## config.mk

```make
export PLATFORM = sky130hd
export DESIGN_NAME = websocket_frame_deframer_top
export DESIGN_NICKNAME = d
export VERILOG_FILES = /design/src/sv/wsdf_pkg.sv /design/src/sv/websocket_frame_deframer_top.sv
export SDC_FILE = /design/constraint.sdc
export NUM_CORES = 1
export LEC_CHECK = 0
export ABC_AREA = 1
export BUFFER_PORTS_ARGS = -buffer_cell sky130_fd_sc_hd__buf_2
export CORE_ASPECT_RATIO = 1.1
export CORE_UTILIZATION = 60
export CTS_CLUSTER_SIZE = 24
export DETAILED_ROUTE_END_ITERATION = 16
export MAX_ROUTING_LAYER = met4
export PLACE_DENSITY = 0.83
export SYNTH_ARGS = -nofsm -noshare
export SYNTH_HDL_FRONTEND = slang
export SYNTH_SLANG_ARGS = --single-unit
```

## constraint.sdc

```tcl
create_clock -name clk_i -period 6 [get_ports clk_i]
set_input_delay 0 -clock clk_i [delete_from_list [all_inputs] [get_ports clk_i]]
set_output_delay 0 -clock clk_i [all_outputs]
set_load 0.02 [all_outputs]
```

## src/sv/wsdf_pkg.sv

```systemverilog
`timescale 1ns / 1ps
// ----------------------------------------------------------------------------
// wsdf_pkg: shared types and constants of the WebSocket frame deframer
// Parse phases, result kinds, frame header field constants and the opcode
// to kind mapping.
// ----------------------------------------------------------------------------
package wsdf_pkg;

  typedef enum logic [2:0] {
    PH_HDR0 = 3'd0,
    PH_HDR1 = 3'd1,
    PH_EXT  = 3'd2,
    PH_MASK = 3'd3,
    PH_DATA = 3'd4,
    PH_DROP = 3'd5
  } phase_e;

  typedef enum logic [2:0] {
    KIND_DATA  = 3'd0,
    KIND_PING  = 3'd1,
    KIND_PONG  = 3'd2,
    KIND_CLOSE = 3'd3,
    KIND_ERR   = 3'd4
  } kind_e;

  localparam logic [3:0] OP_CONT  = 4'h0;
  localparam logic [3:0] OP_TEXT  = 4'h1;
  localparam logic [3:0] OP_CLOSE = 4'h8;
  localparam logic [3:0] OP_PING  = 4'h9;
  localparam logic [3:0] OP_PONG  = 4'hA;

  localparam logic [6:0] LEN7_EXT16 = 7'd126;
  localparam logic [6:0] LEN7_EXT64 = 7'd127;

  // Extended length byte counts, minus one.
  localparam logic [2:0] EXT16_CNT = 3'd1;
  localparam logic [2:0] EXT64_CNT = 3'd7;

  // Only ping, pong and close have kinds of their own; every other opcode,
  // reserved control opcodes included, maps to data.
  function automatic kind_e kind_of(input logic [3:0] op);
    kind_e k;
    case (op)
      OP_PING:  k = KIND_PING;
      OP_PONG:  k = KIND_PONG;
      OP_CLOSE: k = KIND_CLOSE;
      default:  k = KIND_DATA;
    endcase
    return k;
  endfunction

endpackage

```

## src/sv/websocket_frame_deframer_top.sv

```systemverilog
`timescale 1ns / 1ps
// Results: a result enters the output register as the byte that causes it is
// accepted; header bytes cause one only for a zero-length frame or a stray continuation.
// Throughput: one byte per cycle, header or payload, while no unclaimed result stalls the input,
// set by the single parse stage that updates the frame state and the result register together.
// Reset: asynchronous, active low; the parser waits for a first header byte
// with no message in progress and the output register empty.
// ----------------------------------------------------------------------------
// websocket_frame_deframer_top: byte-serial WebSocket frame parser
// Parses frame headers, unmasks payload bytes and tags each one with its
// kind, its message opcode and frame and message end marks.
// ----------------------------------------------------------------------------
module websocket_frame_deframer_top #(
  parameter int LENGTH_BITS = 64
) (
  input  logic       clk_i,
  input  logic       rst_ni,
  // Byte stream in.
  input  logic       in_valid_i,
  output logic       in_stall_o,
  input  logic [7:0] in_byte_i,
  // Results out.
  output logic       out_valid_o,
  input  logic       out_stall_i,
  output logic [7:0] out_byte_o,
  output logic       has_byte_o,
  output logic [2:0] kind_o,
  output logic [3:0] msg_opcode_o,
  output logic       is_text_o,
  output logic       frame_last_o,
  output logic       message_last_o
);

  // Parser state. All of it is updated by one byte per accepted request, so
  // the whole header and payload walk is a single registered pass.
  wsdf_pkg::phase_e         phase_q, phase_d;
  logic [2:0]               ext_q, ext_d;
  logic                     fin_q, fin_d;
  logic [3:0]               op_q, op_d;
  logic                     masked_q, masked_d;
  logic [LENGTH_BITS-1:0]   rem_q, rem_d;
  logic [31:0]              key_q, key_d;
  logic [1:0]               pos_q, pos_d;
  logic                     frag_q, frag_d;
  logic [3:0]               frag_op_q, frag_op_d;

  // Result register.
  logic                     out_valid_q, out_valid_d;
  logic [7:0]               res_byte_q, res_byte_d;
  logic                     res_has_q, res_has_d;
  wsdf_pkg::kind_e          res_kind_q, res_kind_d;
  logic [3:0]               res_op_q, res_op_d;
  logic                     res_flast_q, res_flast_d;
  logic                     res_mlast_q, res_mlast_d;

  logic                     accept;
  logic                     emit;
  logic                     hdr_done;
  logic                     rem_zero;
  logic [6:0]               len7;
  logic [7:0]               key_byte;
  logic [3:0]               eff_op;

  // A new request is refused only while a finished result sits unclaimed.
  // When the result is being taken in the same cycle, the next byte enters.
  assign in_stall_o = out_valid_q && out_stall_i;
  assign accept     = in_valid_i && !in_stall_o;

  assign len7     = in_byte_i[6:0];
  assign eff_op   = (op_q == wsdf_pkg::OP_CONT) ? frag_op_q : op_q;

  always_comb begin
    case (pos_q)
      2'd0:    key_byte = key_q[31:24];
      2'd1:    key_byte = key_q[23:16];
      2'd2:    key_byte = key_q[15:8];
      default: key_byte = key_q[7:0];
    endcase
  end

  always_comb begin
    phase_d     = phase_q;
    ext_d       = ext_q;
    fin_d       = fin_q;
    op_d        = op_q;
    masked_d    = masked_q;
    rem_d       = rem_q;
    key_d       = key_q;
    pos_d       = pos_q;
    frag_d      = frag_q;
    frag_op_d   = frag_op_q;
    hdr_done    = 1'b0;
    rem_zero    = 1'b0;
    emit        = 1'b0;
    res_byte_d  = 8'd0;
    res_has_d   = 1'b0;
    res_kind_d  = wsdf_pkg::KIND_DATA;
    res_op_d    = 4'd0;
    res_flast_d = 1'b0;
    res_mlast_d = 1'b0;

    if (accept) begin
      unique case (phase_q)
        wsdf_pkg::PH_HDR0: begin
          fin_d   = in_byte_i[7];
          op_d    = in_byte_i[3:0];
          phase_d = wsdf_pkg::PH_HDR1;
        end
        wsdf_pkg::PH_HDR1: begin
          masked_d = in_byte_i[7];
          key_d    = 32'd0;
          pos_d    = 2'd0;
          if (len7 == wsdf_pkg::LEN7_EXT16) begin
            rem_d   = '0;
            ext_d   = wsdf_pkg::EXT16_CNT;
            phase_d = wsdf_pkg::PH_EXT;
          end else if (len7 == wsdf_pkg::LEN7_EXT64) begin
            rem_d   = '0;
            ext_d   = wsdf_pkg::EXT64_CNT;
            phase_d = wsdf_pkg::PH_EXT;
          end else begin
            rem_d = LENGTH_BITS'(len7);
            if (in_byte_i[7]) begin
              phase_d = wsdf_pkg::PH_MASK;
            end else begin
              hdr_done = 1'b1;
            end
          end
        end
        wsdf_pkg::PH_EXT: begin
          // Big-endian length; bits above LENGTH_BITS fall off the top.
          rem_d = {rem_q[LENGTH_BITS-9:0], in_byte_i};
          if (ext_q != 3'd0) begin
            ext_d = ext_q - 3'd1;
          end else if (masked_q) begin
            phase_d = wsdf_pkg::PH_MASK;
          end else begin
            hdr_done = 1'b1;
          end
        end
        wsdf_pkg::PH_MASK: begin
          key_d = {key_q[23:0], in_byte_i};
          pos_d = pos_q + 2'd1;
          if (pos_q == 2'd3) begin
            hdr_done = 1'b1;
          end
        end
        wsdf_pkg::PH_DATA: begin
          // An unmasked frame has an all-zero key, so the XOR passes the byte.
          pos_d       = pos_q + 2'd1;
          rem_d       = rem_q - LENGTH_BITS'(1);
          rem_zero    = (rem_d == '0);
          emit        = 1'b1;
          res_byte_d  = in_byte_i ^ key_byte;
          res_has_d   = 1'b1;
          res_kind_d  = wsdf_pkg::kind_of(op_q);
          res_op_d    = op_q;
          res_flast_d = rem_zero;
          res_mlast_d = rem_zero && fin_q;
          if (rem_zero) begin
            phase_d = wsdf_pkg::PH_HDR0;
          end
        end
        wsdf_pkg::PH_DROP: begin
          rem_d    = rem_q - LENGTH_BITS'(1);
          rem_zero = (rem_d == '0);
          if (rem_zero) begin
            phase_d = wsdf_pkg::PH_HDR0;
          end
        end
        default: begin
          phase_d = wsdf_pkg::PH_HDR0;
        end
      endcase

      // Header complete: resolve the message opcode and fragment tracking.
      if (hdr_done) begin
        rem_zero = (rem_d == '0);
        if (op_q == wsdf_pkg::OP_CONT && !frag_q) begin
          // A continuation with no message in progress is reported once and
          // its payload is swallowed.
          phase_d     = rem_zero ? wsdf_pkg::PH_HDR0 : wsdf_pkg::PH_DROP;
          emit        = 1'b1;
          res_kind_d  = wsdf_pkg::KIND_ERR;
          res_flast_d = 1'b1;
        end else begin
          op_d = eff_op;
          if (op_q == wsdf_pkg::OP_CONT) begin
            if (fin_q) begin
              frag_d = 1'b0;
            end
          end else if (!op_q[3]) begin
            if (fin_q) begin
              frag_d = 1'b0;
            end else begin
              frag_d    = 1'b1;
              frag_op_d = op_q;
            end
          end
          if (rem_zero) begin
            // Zero-length frame: a marker result stands in for the payload.
            phase_d     = wsdf_pkg::PH_HDR0;
            emit        = 1'b1;
            res_kind_d  = wsdf_pkg::kind_of(eff_op);
            res_op_d    = eff_op;
            res_flast_d = 1'b1;
            res_mlast_d = fin_q;
          end else begin
            phase_d = wsdf_pkg::PH_DATA;
          end
        end
      end
    end

    // The result register loads a new result or drains when taken.
    if (emit) begin
      out_valid_d = 1'b1;
    end else begin
      out_valid_d = out_valid_q && out_stall_i;
    end
  end

  always_ff @(posedge clk_i or negedge rst_ni) begin
    if (!rst_ni) begin
      phase_q     <= wsdf_pkg::PH_HDR0;
      ext_q       <= 3'd0;
      fin_q       <= 1'b0;
      op_q        <= 4'd0;
      masked_q    <= 1'b0;
      rem_q       <= '0;
      key_q       <= 32'd0;
      pos_q       <= 2'd0;
      frag_q      <= 1'b0;
      frag_op_q   <= 4'd0;
      out_valid_q <= 1'b0;
    end else begin
      phase_q     <= phase_d;
      ext_q       <= ext_d;
      fin_q       <= fin_d;
      op_q        <= op_d;
      masked_q    <= masked_d;
      rem_q       <= rem_d;
      key_q       <= key_d;
      pos_q       <= pos_d;
      frag_q      <= frag_d;
      frag_op_q   <= frag_op_d;
      out_valid_q <= out_valid_d;
    end
  end

  // Result payload carries no reset; it is only looked at while valid.
  always_ff @(posedge clk_i) begin
    if (emit) begin
      res_byte_q  <= res_byte_d;
      res_has_q   <= res_has_d;
      res_kind_q  <= res_kind_d;
      res_op_q    <= res_op_d;
      res_flast_q <= res_flast_d;
      res_mlast_q <= res_mlast_d;
    end
  end

  assign out_valid_o    = out_valid_q;
  assign out_byte_o     = res_byte_q;
  assign has_byte_o     = res_has_q;
  assign kind_o         = res_kind_q;
  assign msg_opcode_o   = res_op_q;
  assign is_text_o      = (res_kind_q != wsdf_pkg::KIND_ERR) && (res_op_q == wsdf_pkg::OP_TEXT);
  assign frame_last_o   = res_flast_q;
  assign message_last_o = res_mlast_q;

  // While payload is streaming or being dropped, at least one byte remains.
  a_data_len_nonzero : assert property (@(posedge clk_i) disable iff (!rst_ni)
    (phase_q == wsdf_pkg::PH_DATA || phase_q == wsdf_pkg::PH_DROP) |-> (rem_q != '0))
    else $error("payload phase entered with zero remaining length");

  // Every accepted payload byte shows up as a byte-carrying result next cycle.
  a_data_emits : assert property (@(posedge clk_i) disable iff (!rst_ni)
    (accept && phase_q == wsdf_pkg::PH_DATA) |=> (out_valid_o && has_byte_o))
    else $error("payload byte accepted without a result");

  // An error marker never carries a byte.
  a_err_no_byte : assert property (@(posedge clk_i) disable iff (!rst_ni)
    (out_valid_o && has_byte_o) |-> (kind_o != wsdf_pkg::KIND_ERR))
    else $error("error result carries a payload byte");

  // Dropped payload produces no results.
  a_drop_silent : assert property (@(posedge clk_i) disable iff (!rst_ni)
    (accept && phase_q == wsdf_pkg::PH_DROP) |-> !emit)
    else $error("dropped payload byte produced a result");

endmodule
```

Word level (Yosys, flattened, before mapping)

Index checks and enable logic that the tools add are counted.

Output and inout bits: 21
Bits of input ports: 12
Logic and storage cells: 141
Flip-flop bits (word level): 133

Bitwise logic cells: 5
Multiplexer cells: 62
Add/subtract/negate cells: 3
Eq/ne operators: 27
Reduce and logical (&&, ||, !) cells: 27

Operator list:

| kind                                                                   | count |
|---|---|
| 64-bit one-hot mux with 3 select lines                                 | 1 |
| 64-bit zero test                                                       | 2 |
| 64-bit two-way mux                                                     | 1 |
| 32-bit one-hot mux with 2 select lines                                 | 1 |
| 64-bit by 1-bit subtractor with 64-bit output (second input constant)  | 1 |
| 3-bit two-way mux                                                      | 16 |
| 4-bit two-way mux                                                      | 8 |
| 1-bit two-way mux                                                      | 25 |
| 4-bit equality test (second input constant)                            | 6 |
| 8-bit one-hot mux with 3 select lines                                  | 1 |
| 3-bit one-hot mux with 5 select lines                                  | 1 |
| 7-bit equality test (second input constant)                            | 2 |
| 7-bit two-way mux                                                      | 2 |
| 3-bit != test (second input constant)                                  | 4 |
| 2-bit one-hot mux with 3 select lines                                  | 2 |
| 6-bit AND reduction                                                    | 2 |
| 2-bit AND reduction                                                    | 5 |
| 8-bit XOR                                                              | 1 |
| 3-bit by 2-bit equality test with 1-bit output (second input constant) | 2 |
| 3-bit equality test (second input constant)                            | 2 |
| 2-bit != test (second input constant)                                  | 3 |
| 3-bit one-hot mux with 2 select lines                                  | 1 |
| 2-bit nonzero test                                                     | 3 |
| 1-bit logical AND                                                      | 5 |
| other kinds (21)                                                       | 27 |

Depth between registers and ports, before layout

Depth after elaboration: 11
Mapped depth: 21
Mapped depth without buffers: 21

Worst setup path before layout

OpenSTA, ideal clock, no wires.

Kind: reg2reg
Start point: register rem_q[0]
End point: register res_flast_q (netlist: frame_last_o) (enable)
Data required time: 5.622 ns
Library setup time: 0.378 ns
Period minus slack after synthesis: 3.053 ns
Setup slack: 2.947 ns
Stages on the path, launching flop included: 20
Arrival time: 2.675 ns
Path buffers: 1
Path through: dfrtp_1 -> inv_1 -> ha_1 -> nand3_4 -> nor2_4 -> buf_12 -> nand2_8 -> nor2_8 -> nand2_1 -> nand2_1 -> nand2_2 -> nand2_1 -> nand2_1 -> nor2_1 -> nand2_1 -> nor2_2 -> nand2_2 -> nor2_4 -> nand3_1 -> nand3_1

Cells in the longest elaborated chain, start to end: 8

Ends and longest elaborated chain:

| what                                          | line                                                                     | source |
|---|---|---|
| from (decl)                                   | websocket_frame_deframer_top.sv:41                                       | `logic [LENGTH_BITS-1:0] rem_q, rem_d;` |
| from (signal assigned)                        | websocket_frame_deframer_top.sv:242                                      | `rem_q <= rem_d;` |
| 64-bit by 1-bit subtractor with 64-bit output | websocket_frame_deframer_top.sv:151, websocket_frame_deframer_top.sv:165 |  |
| 64-bit one-hot mux with 3 select lines (*)    | websocket_frame_deframer_top.sv:103                                      | `unique case (phase_q)` |
| 64-bit two-way mux (*)                        | websocket_frame_deframer_top.sv:102                                      | `if (accept) begin` |
| 64-bit zero test (*)                          | websocket_frame_deframer_top.sv:178                                      | `rem_zero = (rem_d == '0);` |
| 1-bit two-way mux (*)                         | websocket_frame_deframer_top.sv:200                                      | `if (rem_zero) begin` |
| 1-bit two-way mux (*)                         | websocket_frame_deframer_top.sv:179                                      | `if (op_q == wsdf_pkg::OP_CONT && !frag_q) begin` |
| 1-bit two-way mux (*)                         | websocket_frame_deframer_top.sv:177                                      | `if (hdr_done) begin` |
| 1-bit two-way mux (*)                         | websocket_frame_deframer_top.sv:102                                      |  |
| via emit                                      | websocket_frame_deframer_top.sv:57                                       | `logic emit;` |
| to (signal assigned)                          | websocket_frame_deframer_top.sv:258                                      | `res_flast_q <= res_flast_d;` |
| to (decl)                                     | websocket_frame_deframer_top.sv:53                                       | `logic res_flast_q, res_flast_d;` |

The timed path passes the listed nets; every way through them passes the cells marked *. The select of a mux whose other input is x is not followed.
A chain may end at the register's enable or synchronous reset.

Worst setup path after layout

Start point: register phase_q[1]
End point: register res_mlast_q (netlist: message_last_o) (enable)

Cells in the longest elaborated chain, start to end: 9
Elaborated cells between the ends (all ways): 16
Classes of those cells: eq/ne (5); mux (9); reduce/logical (2)

Ends and longest elaborated chain:

| what                                   | line                                | source |
|---|---|---|
| from (decl)                            | websocket_frame_deframer_top.sv:36  | `wsdf_pkg::phase_e phase_q, phase_d;` |
| from (signal assigned)                 | websocket_frame_deframer_top.sv:225 | `phase_q <= wsdf_pkg::PH_HDR0;` |
| from (signal assigned)                 | websocket_frame_deframer_top.sv:237 | `phase_q <= phase_d;` |
| 3-bit equality test                    | websocket_frame_deframer_top.sv:103 |  |
| 2-bit OR reduction (no line)           | -                                   |  |
| 64-bit one-hot mux with 3 select lines | websocket_frame_deframer_top.sv:103 |  |
| 64-bit two-way mux                     | websocket_frame_deframer_top.sv:102 |  |
| 64-bit zero test                       | websocket_frame_deframer_top.sv:178 |  |
| 1-bit two-way mux                      | websocket_frame_deframer_top.sv:200 |  |
| 1-bit two-way mux                      | websocket_frame_deframer_top.sv:179 |  |
| 1-bit two-way mux (*)                  | websocket_frame_deframer_top.sv:177 |  |
| 1-bit two-way mux (*)                  | websocket_frame_deframer_top.sv:102 |  |
| via emit                               | websocket_frame_deframer_top.sv:57  |  |
| to (signal assigned)                   | websocket_frame_deframer_top.sv:259 | `res_mlast_q <= res_mlast_d;` |
| to (decl)                              | websocket_frame_deframer_top.sv:54  | `logic res_mlast_q, res_mlast_d;` |

Marked as above.

==> results.yml <==
outcome:
  status: "completed"
floorplan:
  core_um2: 16500
  ioPinCount: 33
  start_util_pct: 62.0
  dieArea_um2: 17600
  fp-row-count: 49
  die_width_um: 126
  die_h_um: 139
worst_setup_path:
  path_cells: "inv_2 > nor2_1 > nand2_2 > nand3_4 > inv_2 > nand2_1 > nand2_1 > nand3_1 > nor2_1 > nand2_1 > nor2_1 > nand3_2 > nor2_4 > nand3_1 > nand3_1"
  slowest_delay_ns: 0.75
  crit_type: "reg -> reg"
  worstPathMaxFanout: 40
  cp_num_buf_inv: 2
  arrival_ns: 4.52
  cp-end-kind: "flip-flop"
  worstPathRequired_ns: 6.05
  crit_slowest_cell: "inv_2"
  path_delay_family: "simple AND/OR/NAND/NOR gates"
  crit_path_start_kind: "flip-flop"
global_routing:
  grt_pass1_vias: 10400
  grt_usage_pct: 40.7
  overflow: 0
  grt_max_degree: 83
  antenna_found_initial: 0
  grt_pass1_wl_um: 53500
timing:
  timing.fmax_mhz: 224
  min_period_over_period_pct: 74.5
  period_needed_ns: 4.47
  finalHoldViolations: 0
  slew_headroom_pct: 39.3
  worst_slack_ns: 1.53
  drv_slew: 0
  setup_viol: 0
  worstMarginPinSlew_ns: 0.910
  finalClockSkew_ns: 0.0100
  hold_slack_ns: 0.0441
  rsz0062_at_grt: "false"
  fin_setup_tns_ns: 0
route:
  drc: 0
  firstDrtPassIters: 6
  vias: 10900
  first_iter_violations: 1069
  antenna_left: 0
  vias_per_cell: 5.96
  routed_wl_um: 33300
  wl_per_cell_um: 18.2
final_layout:
  layout_common_cells: "nand2_1 (532), nor2_1 (209), inv_1 (171)"
  drive_gt1_share_pct: 10.0
  final_common_cell: "nand2_1"
  area_growth_pct: 9.44
  fillers: 1498
  fin_nets: 1638
  diodes: 0
cts:
  worstSkewPairLatency_ns: 0.43
  cts.sinks: 133
  cts_max_level: 4
  clk_path_buf_depth: 2
  post_cts_resized: 0
  post_cts.repair.setup_buffers: 0
  clk_pin_slew_ns: 0.06
  cts-root-buf: "clkbuf_16"
  cts_tree: "done"
  cts-buffers-inserted: 17
placed_design:
  pre_cts_ws_ns: 1.64
  finalWeightedCongestion: 1.02
  dp_hpwl_um: 24500
  io_buffers: 32
logic_synthesis:
  synth_top_flop_cell: "dfrtp_1"
  synth_top_family_by_area: "simple AND/OR/NAND/NOR gates"
  yosys_warnings: 0
  synthAdderAreaFrac_pct: 1.10
  ys_seq_elements: 133
  synth_cell_types: 48
  ys_async_sr_fraction_pct: 86.5
  synth_compound_area_share_pct: 15.1
  yosysSeqAreaShare_pct: 33.4
  syn-num-nets: 1618
  syn_area_um2: 10200
  synth_edf_count: 18
  synth.avg_cell_area_um2: 6.40
  yosys.area_share.simple_pct: 41.5
  synth_mux_area_share_pct: 0
  synthCells: 1597
  yosys.area_share.xor_xnor_pct: 0.171
job:
  max_cap_violations: 0
hold_path:
  holdCritPathClass: "in -> reg"
[cells in the mapped netlist, types with 3 or more instances]
| cell type | n | share of area [%] |
|---|---|---|
| clkbuf_1 | 31 | 1.1 |
| inv_1 | 171 | 6.3 |
| nor2_2 | 22 | 1.3 |
| nand2_2 | 16 | 0.98 |
| o21ai_0 | 127 | 6.2 |
| a211oi_1 | 3 | 0.22 |
| o21ai_1 | 6 | 0.29 |
| nor2_8 | 3 | 0.59 |
| edfxtp_1 | 18 | 5.3 |
| nor2_1 | 210 | 7.7 |
| a21oi_1 | 34 | 1.7 |
| ha_1 | 9 | 1.1 |
| nand2_1 | 532 | 20 |
| nand2_4 | 4 | 0.44 |
| nand3_1 | 116 | 5.7 |
| nand4_1 | 13 | 0.80 |
| o22ai_1 | 26 | 1.6 |
| a22oi_1 | 29 | 2.1 |
| or2_2 | 8 | 0.49 |
| buf_1 | 5 | 0.18 |
| nor2_4 | 17 | 1.9 |
| inv_2 | 7 | 0.26 |
| dfrtp_1 | 115 | 28 |
| nand3b_1 | 7 | 0.51 |
| a21oi_2 | 8 | 0.69 |
| o221ai_1 | 8 | 0.69 |
| buf_2 | 7 | 0.34 |
| and2_1 | 4 | 0.24 |
| o31ai_1 | 14 | 1.0 |
[routing by layer]
metal | up-vias | part of all wire [%] | track usage (%)
li1 | 5228 | - | -
met1 | 5023 | 40 | 49.1
met2 | 543 | 46 | 64.0
met3 | 144 | 7.8 | 5.94
met4 | 0 | 6.2 | 25.6
met5 | - | 0 | -
[cells by family (layout without fill, tap and decap cells)]
kind of cell / after synthesis / after routing
buf+inv: 226 / 259
xor+xnor: 2 / 2
flops: 133 / 133
compound gates: 263 / 263
fa+ha+maj: 9 / 9
simple gates: 964 / 964
[area by class of cell]
cell class,count,area (um^2),area share (%)
clock buffers,20,489,4.37
clock inverters,12,128,1.14
inverters,180,676,6.04
multi-input cells,1238,5920,52.9
flip-flops and latches,133,3420,30.6
well taps,204,255,2.28
repair buffers,47,298,2.66
[final timing paths]
| check | depth (start not counted) | to | startpoint | slack (ns) |
|---|---|---|---|---|
| hold / removal | 3 | out_byte_o[1]$_SDFFCE_PN0P_ | in_byte_i[1] | 0.04 |
| setup reg to reg | 15 | message_last_o$_SDFFCE_PN0P_ | phase_q[1]$_DFFE_PN0P_ | 1.53 |
| setup / recovery | 15 | message_last_o$_SDFFCE_PN0P_ | phase_q[1]$_DFFE_PN0P_ | 1.53 |
| hold reg to reg | 2 | frag_op_q[1]$_DFFE_PN0P_ | frag_op_q[1]$_DFFE_PN0P_ | 0.49 |
| min in group asynchronous | 2 | key_q[27]$_DFFE_PN0P_ | rst_ni | 0.19 |
| max in group asynchronous | 3 | out_valid_o$_DFF_PN0_ | rst_ni | 4.46 |
[state kept, by name (all words and copies together), names as in the netlist]
signal / cells
out_valid_o: 1
has_byte_o: 1
frame_last_o: 1
rem_q: 64
kind_o: 3
frag_op_q: 3
frag_q: 1
msg_opcode_o: 4
key_q: 32
message_last_o: 1
masked_q: 1
out_byte_o: 8
phase_q: 3
pos_q: 2
op_q: 4
ext_q: 3
fin_q: 1
[tightest hold or removal path, stage by stage]
cell and delay (ns):
buf_2 0.15, nand2_1 0.09, a21oi_1 0.07
[timing repair]
item | in CTS | in global routing
hold buffers | 9 | 0
endpoints found under the hold margin | 68 | 0
setup endpoints to repair | 0 | 0
[through the flow]
step	utilization, %	cells	instance area, um^2
2_1_floorplan	-	1597	10200
3_3_place_gp	63.5	1793	10500
3_5_place_dp	63.5	1793	10500
4_1_cts	67.8	1834	11200
5_1_grt	67.8	1834	11200
6_report	67.8	1834	11200
Power is not shown: default switching activity piles up to over one toggle a cycle in this logic, so the estimate is an artifact.
